<file path="config.mk">
export PLATFORM = sky130hd
export DESIGN_NAME = gqr_controller
export DESIGN_NICKNAME = d
export VERILOG_FILES = /design/src/design/gqr_pkg.sv /design/src/design/gqr_controller.sv
export SDC_FILE = /design/constraint.sdc
export NUM_CORES = 1
export LEC_CHECK = 0
export ABC_AREA = 1
export ABC_CLOCK_PERIOD_IN_PS = 5700
export BUFFER_PORTS_ARGS = -buffer_cell sky130_fd_sc_hd__buf_2
export CAP_MARGIN = 20
export CORE_ASPECT_RATIO = 1.2
export CORE_MARGIN = 2
export CORE_UTILIZATION = 55
export CTS_BUF_LIST = sky130_fd_sc_hd__clkbuf_4
export CTS_CLUSTER_DIAMETER = 200
export DETAILED_ROUTE_END_ITERATION = 16
export GPL_TIMING_DRIVEN = 1
export PLACE_DENSITY = 0.82
export SLEW_MARGIN = 0
export SYNTH_ARGS = -nofsm -noshare
export SYNTH_HDL_FRONTEND = slang
export SYNTH_SLANG_ARGS = --single-unit
</file>
<file path="constraint.sdc">
create_clock -name clk -period 5.7 [get_ports clk]
set_input_delay 0.285 -clock clk [delete_from_list [all_inputs] [get_ports clk]]
set_output_delay 0.285 -clock clk [all_outputs]
set_load 0.01 [all_outputs]
</file>
<file path="src/design/gqr_pkg.sv">
// ----------------------------------------------------------------------------
// gqr_pkg: shared types and constants for the Givens QR decomposition block
// Payload structs, fixed-point format constants, datapath command codes and
// the controller-to-datapath command and status structs, and a rounding helper.
// ----------------------------------------------------------------------------
`default_nettype none
package gqr_pkg;

	localparam int VW       = 24;
	localparam int FRAC     = 12;
	localparam int CS_FRAC  = 30;
	localparam int CW       = 32;  // coefficient width, |c|,|s| <= 2^30
	localparam int SQW      = 48;  // x*x + y*y width
	localparam int RW       = 25;  // root width
	localparam int DIVW     = 55;  // dividend width: |x| << 30

	typedef struct packed {
		logic signed [VW-1:0] element_value;
		logic                 last_element;
	} in_item_t;

	typedef struct packed {
		logic                 which_matrix;
		logic [1:0]           row_index;
		logic [1:0]           col_index;
		logic signed [VW-1:0] result_value;
		logic                 last_result;
	} out_item_t;

	typedef enum logic [2:0] {
		OP_NONE  = 3'd0,
		OP_IDENT = 3'd1,
		OP_SQRT  = 3'd2,
		OP_DIVC  = 3'd3,
		OP_DIVS  = 3'd4,
		OP_ROTW  = 3'd5,
		OP_ROTA  = 3'd6
	} dp_op_t;

	typedef struct packed {
		dp_op_t     op;
		logic       start;
		logic       load;
		logic [1:0] ld_row;
		logic [1:0] ld_col;
		logic [1:0] pj;
		logic [1:0] pi;
		logic [1:0] pk;
		logic [1:0] rd_row;
		logic [1:0] rd_col;
		logic       rd_acc;
	} dp_cmd_t;

	typedef struct packed {
		logic busy;
		logic both_zero;
	} dp_sts_t;

	// round |v| >> CS_FRAC ties away, signed result saturated to VW bits
	function automatic logic signed [VW-1:0] round_sat(input logic signed [57:0] v);
		logic [57:0] m;
		logic [57:0] q;
		logic signed [58:0] r;
		m = v[57] ? 58'(-v) : 58'(v);
		q = (m + 58'(1) * (58'd1 << (CS_FRAC - 1))) >> CS_FRAC;
		r = v[57] ? -$signed({1'b0, q}) : $signed({1'b0, q});
		if (r > 59'sd8388607)
			return 24'sh7FFFFF;
		else if (r < -59'sd8388608)
			return 24'sh800000;
		else
			return r[VW-1:0];
	endfunction

endpackage
`default_nettype wire

</file>
<file path="src/design/gqr_controller.sv">
// ----------------------------------------------------------------------------
// gqr_controller: sequencing of load, rotations and output stream
// Walks the column/row/entry loops and issues datapath commands, then emits
// Q and R elements on the output channel.
// ----------------------------------------------------------------------------
`default_nettype none
module gqr_controller #(
	parameter int MAX_ROWS = 4,
	parameter int MAX_COLS = 4
) (
	input  wire logic                 clk,
	input  wire logic                 arst_n,
	input  wire logic                 cfg_we,
	input  wire logic                 cfg_idx,
	input  wire logic [2:0]           cfg_data,
	input  wire logic                 in_valid,
	output logic                      in_ready,
	input  wire logic                 in_last,
	output logic                      out_valid,
	input  wire logic                 out_ready,
	output logic                      out_which,
	output logic [1:0]                out_row,
	output logic [1:0]                out_col,
	output logic                      out_last,
	output gqr_pkg::dp_cmd_t          cmd,
	input  wire gqr_pkg::dp_sts_t     sts
);

	typedef enum logic [5:0] {
		S_LOAD = 6'b000001,
		S_PREP = 6'b000010,
		S_ISSUE = 6'b000100,
		S_WAIT = 6'b001000,
		S_EMIT = 6'b010000,
		S_NEXT = 6'b100000
	} state_t;

	state_t     state_q;
	logic [2:0] rows_q, cols_q, m_w, n_w;
	logic [4:0] pos_q;
	logic [1:0] j_q, i_q, k_q, er_q, ec_q;
	logic       eacc_q;
	gqr_pkg::dp_op_t op_q;
	logic       start_q;

	assign m_w = (rows_q < 3'd2) ? 3'd2 : (rows_q > 3'(MAX_ROWS)) ? 3'(MAX_ROWS) : rows_q;
	assign n_w = (cols_q < 3'd1) ? 3'd1 : (cols_q > 3'(MAX_COLS)) ? 3'(MAX_COLS) : cols_q;

	logic [4:0] mn_w;
	logic [4:0] ld_r_w, ld_c_w;
	assign mn_w = 5'(m_w * n_w);
	always_comb begin
		ld_r_w = '0;
		ld_c_w = pos_q;
		for (int t = 0; t < 4; t++)
			if (ld_c_w >= 5'(n_w)) begin
				ld_c_w = ld_c_w - 5'(n_w);
				ld_r_w = ld_r_w + 5'd1;
			end
	end

	assign in_ready  = (state_q == S_LOAD);
	assign out_valid = (state_q == S_EMIT);
	assign out_which = ~eacc_q;
	assign out_row   = er_q;
	assign out_col   = ec_q;
	assign out_last  = ~eacc_q && (3'(er_q) == m_w - 3'd1) && (3'(ec_q) == n_w - 3'd1);

	always_comb begin
		cmd = '0;
		cmd.op     = op_q;
		cmd.start  = start_q;
		cmd.load   = in_valid && in_ready && (pos_q < mn_w);
		cmd.ld_row = ld_r_w[1:0];
		cmd.ld_col = ld_c_w[1:0];
		cmd.pj     = j_q;
		cmd.pi     = i_q;
		cmd.pk     = k_q;
		cmd.rd_row = er_q;
		cmd.rd_col = ec_q;
		cmd.rd_acc = eacc_q;
	end

	// configuration registers
	always_ff @(posedge clk or negedge arst_n) begin
		if (!arst_n) begin
			rows_q <= 3'd4;
			cols_q <= 3'd4;
		end else if (cfg_we) begin
			if (!cfg_idx) rows_q <= cfg_data;
			else          cols_q <= cfg_data;
		end
	end

	// main sequencer
	always_ff @(posedge clk or negedge arst_n) begin
		if (!arst_n) begin
			state_q <= S_LOAD;
			pos_q   <= '0;
			op_q    <= gqr_pkg::OP_NONE;
			start_q <= 1'b0;
			{j_q, i_q, k_q, er_q, ec_q} <= '0;
			eacc_q  <= 1'b0;
		end else begin
			start_q <= 1'b0;
			unique case (state_q)
				S_LOAD: if (in_valid) begin
					if (pos_q < mn_w) pos_q <= pos_q + 5'd1;
					if (in_last) begin
						op_q <= gqr_pkg::OP_IDENT;
						start_q <= 1'b1;
						j_q <= '0;
						i_q <= 2'd1;
						state_q <= S_WAIT;
					end
				end
				S_PREP: begin
					// choose next rotation or go emit
					if (3'(j_q) >= n_w || 3'(j_q) >= m_w - 3'd1) begin
						state_q <= S_EMIT;
						eacc_q <= 1'b1; er_q <= '0; ec_q <= '0;
					end else if (3'(i_q) >= m_w) begin
						j_q <= j_q + 2'd1;
						i_q <= j_q + 2'd2;
					end else if (sts.both_zero) begin
						i_q <= i_q + 2'd1;
						if (i_q == 2'd3) begin j_q <= j_q + 2'd1; i_q <= j_q + 2'd2; end
					end else begin
						op_q <= gqr_pkg::OP_SQRT; start_q <= 1'b1; state_q <= S_WAIT;
					end
				end
				S_ISSUE: begin
					start_q <= 1'b1;
					state_q <= S_WAIT;
				end
				S_WAIT: if (!start_q && !sts.busy) begin
					unique case (op_q)
						gqr_pkg::OP_IDENT: state_q <= S_PREP;
						gqr_pkg::OP_SQRT: begin op_q <= gqr_pkg::OP_DIVC; state_q <= S_ISSUE; end
						gqr_pkg::OP_DIVC: begin op_q <= gqr_pkg::OP_DIVS; state_q <= S_ISSUE; end
						gqr_pkg::OP_DIVS: begin
							op_q <= gqr_pkg::OP_ROTW; k_q <= '0; state_q <= S_ISSUE;
						end
						gqr_pkg::OP_ROTW: begin
							if (3'(k_q) == n_w - 3'd1) begin
								op_q <= gqr_pkg::OP_ROTA; k_q <= '0;
							end else k_q <= k_q + 2'd1;
							state_q <= S_ISSUE;
						end
						gqr_pkg::OP_ROTA: begin
							if (3'(k_q) == m_w - 3'd1) begin
								state_q <= S_PREP;
								if (i_q == 2'd3) begin j_q <= j_q + 2'd1; i_q <= j_q + 2'd2; end
								else i_q <= i_q + 2'd1;
							end else begin
								k_q <= k_q + 2'd1; state_q <= S_ISSUE;
							end
						end
						default: state_q <= S_PREP;
					endcase
				end
				S_EMIT: if (out_ready) state_q <= S_NEXT;
				S_NEXT: begin
					state_q <= S_EMIT;
					if (eacc_q) begin
						if (3'(ec_q) == m_w - 3'd1) begin
							ec_q <= '0;
							if (3'(er_q) == m_w - 3'd1) begin er_q <= '0; eacc_q <= 1'b0; end
							else er_q <= er_q + 2'd1;
						end else ec_q <= ec_q + 2'd1;
					end else begin
						if (3'(ec_q) == n_w - 3'd1) begin
							ec_q <= '0;
							if (3'(er_q) == m_w - 3'd1) begin
								state_q <= S_LOAD; pos_q <= '0;
							end else er_q <= er_q + 2'd1;
						end else ec_q <= ec_q + 2'd1;
					end
				end
				default: state_q <= S_LOAD;
			endcase
		end
	end

endmodule
`default_nettype wire

</file>
==> results by group <==
Timing
  – Worst-margin pin slew: approximately 0.74 ns
  – Fin. max-slew vios: 0
  – WHS: -0.01418 ns
  – Layout Skew: between 0.01 and 0.015 ns
  – Period utilization: just under 100%
  – Minimum clock period: between 5 and 6 ns
  – Setup Viol. Count Final: 0
  – Final setup margin: ~0.047 ns
  – Max Fclk: between 0.15 and 0.2 GHz
  – Rel. slew slack: between 50% and 60%
  – Final Hold Viols: 18

Routing
  – Residual DRC count: 0
  – DR vias: roughly 3,500
  – Remaining antenna violation count: 0
  – Vias/cell: around 5.6
  – Drt wl/cell: approximately 15 um
  – WL final: around 9.2 mm
  – TritonRoute pass-1 iters: 5
  – Drt first-iter violations: 255

Synth
  – Synthesized net count: approximately 530
  – Synth Register Bits: 32
  – Syn. warnings: 0
  – Synth area leader: dfrtp_1
  – Post-synth ARST share: 100.0%
  – Yosys top cell area share: a little over a fifth
  – Cell variety after synth: 46
  – Most used DFF post-synth: dfrtp_1
  – Sequential cell area fraction in the yosys report: a little under a quarter
  – Post-Syn Area: roughly 3400 um2
  – Top cells by area, synth: dfrtp_1, ha_1, nand2_1
  – Number of enable flip-flop cells after synthesis: 0
  – Mapped Cells: between 400 and 500
  – Syn_area_per_cell: 6.982 um2

Worst setup path
  – Crit path launch type: register
  – Top cell by count, worst path: nand2_2
  – Nature of the critical path endpoint: output pin
  – Critical path arrival: 5.37 ns
  – Crit path max fanout: 6
  – Kind of critical path: register to output pin
  – CP Data Required Time: between 5 and 6 ns
  – Max incr delay on CP: just over 0.6 ns
  – Worst reg2reg setup slack: approximately 1.9 ns
  – Worst path slowest cell: dfstp_2

Final layout
  – Non-filler cells, final: ~630
  – Area taken by multi-input logic gates: around 2400 um2
  – Reg area: just over 800 um2
  – N_diodes: 0
  – # nets final: 594
  – Syn-to-layout area delta: 19.92%
  – Share of layout cells above drive strength 1: a little over a quarter
  – Number of fill cells: around 480

Clock network
  – Worst-Skew Late Latency: approximately 0.34 ns
  – H-Tree Depth: 2
  – CTS tree: built
  – Maximum root-to-sink buffer count: 2
  – CTS Hold Bufs: 0
  – Clock buffer count from CTS: 5
  – Clock sink count: 32
  – Clock transition at the registers of the reported paths: 0.11 ns
  – Clock Tree Root: clkbuf_4

Hold path
  – Worst hold-check path type: input port to asynchronous set/reset pin

Die
  – Ports: 40
  – Initial Util: ~57%
  – Core Area: between 5000 and 6000 um2
  – Die area: 6790 um2
  – Die Wd: around 76 um
  – Row count: 31
  – Die Ht: between 80 and 90 um

Global routing
  – Pin count of the biggest net entering global routing: 33
  – First-pass GRT wire length: 13.99 mm
  – Initial antenna violation count: 0
  – All-layer global routing usage: around 26%
  – Grt ovf: 0
  – Vias in the first global route: roughly 3,300

Outcome
  – Status: finished, violations left
  – Violated checks: negative hold slack

Placement
  – Inst Count DP: 599
  – Port Buf Inserts: 39
  – DP Wirelength: 6.322 mm
  – Final GP Congestion: a little under 1
  – Pre-CTS setup slack: -0.1188 ns

Run
  – Max-Cap Viols: 0
## path summary, 6_finish.rpt
path	start	end	cells past startpoint
min in group clk	cfg_data[2]	rows_q[2]	3
setup / recovery	cols_q[2]	cmd[13]	35
max in group asynchronous	arst_n	pos_q[0]	1
hold / removal	arst_n	state_q[4]	1
hold reg to reg	rows_q[0]	rows_q[0]	2
setup reg to reg	rows_q[2]	pos_q[2]	16
## timing repair
item | CTS | global route
endpoints found under the setup margin | 4 | 4
resized for setup | 7 | 40
buffers inserted | 3 | 19
pin swaps | 4 | 16
## final cells by class
| cell class | instances | share of cell area (%) |
|---|---|---|
| well taps | 82 | 2.532 |
| inverters | 87 | 8.120 |
| repair buffers | 65 | 9.633 |
| flip-flops and latches | 32 | 19.88 |
| multi-input cells | 355 | 58.44 |
| clock buffers | 6 | 1.111 |
| clock inverters | 2 | 0.2779 |
## cell usage in the layout, fill, tap and decap left out, types with 7 or more instances in the layout
| cell | Yosys | routed |
|---|---|---|
| a21oi_1 | 22 | 22 |
| buf_2 | 1 | 39 |
| buf_4 | 7 | 26 |
| dfrtp_1 | 29 | 28 |
| ha_1 | 31 | 24 |
| inv_1 | 75 | 70 |
| inv_2 | 10 | 14 |
| nand2_1 | 97 | 91 |
| nand2_2 | 6 | 11 |
| nand3_1 | 23 | 22 |
| nand4_1 | 10 | 10 |
| nor2_1 | 51 | 46 |
| nor3_1 | 7 | 7 |
| o21ai_0 | 30 | 26 |
| o21ai_1 | 9 | 9 |
| xor2_1 | 12 | 12 |
## cells in the mapped netlist, types with 2 or more instances
cell / count
nand2_1: 97
inv_1: 75
nor2_1: 51
ha_1: 31
o21ai_0: 30
dfrtp_1: 29
nand3_1: 23
a21oi_1: 22
xor2_1: 12
inv_2: 10
nand4_1: 10
o21ai_1: 9
buf_4: 7
nor3_1: 7
nand2_2: 6
nand3_2: 6
xnor2_1: 6
fa_1: 5
nor2_2: 5
a211oi_1: 4
dfstp_2: 3
nand2_4: 3
o31ai_1: 3
clkinv_1: 2
nand3_4: 2
nor2_4: 2
nor3b_1: 2
o211ai_1: 2
o21ai_2: 2
o221ai_1: 2
## worst max-delay path: cells and delay by family (launching register included)
kind | cells | cell delay, ns
AND/OR/NAND/NOR | 17 | 1.90
AO/OA/AOI/OAI | 7 | 0.97
buffers and inverters | 7 | 0.58
flip-flops | 1 | 0.61
adder cells (fa/ha/maj) | 4 | 0.98
## sequential cells by signal, summed over array words and instances, names as in the netlist
name,cells
k_q,2
out_col,2
j_q,2
eacc_q,1
state_q,6
op_q,3
cols_q,3
start_q,1
i_q,2
rows_q,3
pos_q,5
out_row,2
## stage by stage
step | hold WS [ns] | area, um2 | utilization [%] | setup TNS [ns]
CTS | 0.006526 | 3739 | 62.59 | 0
floorplan | -0.01059 | 3379 | - | 0
global route | 0.04809 | 4053 | 67.85 | -0.7841
finish | -0.01418 | 4053 | 67.85 | 0
global placement | 0.3806 | 3635 | 60.85 | 0
detailed placement | 0.3810 | 3635 | 60.85 | -0.4429
## kinds of logic after synthesis
group / synth area share (%)
AO/OA/AOI/OAI: 13.96
flip-flops: 23.81
XOR/XNOR: 4.665
AND/OR/NAND/NOR: 31.32
adder cells (fa/ha/maj): 14.44
buffers and inverters: 11.81
## metal layers
metal / up-vias / GRT usage (%) / wire length, um
met4: 0 / 9.795 / 382
li1: 1693 / - / -
met1: 1668 / 30.73 / 3481
met5: - / 0 / 0
met3: 44 / 3.363 / 432
met2: 140 / 44.71 / 4925
Power is left out: the tool's default activity adds up to more than one toggle a clock period on the data nets, which glitch-free logic cannot reach.
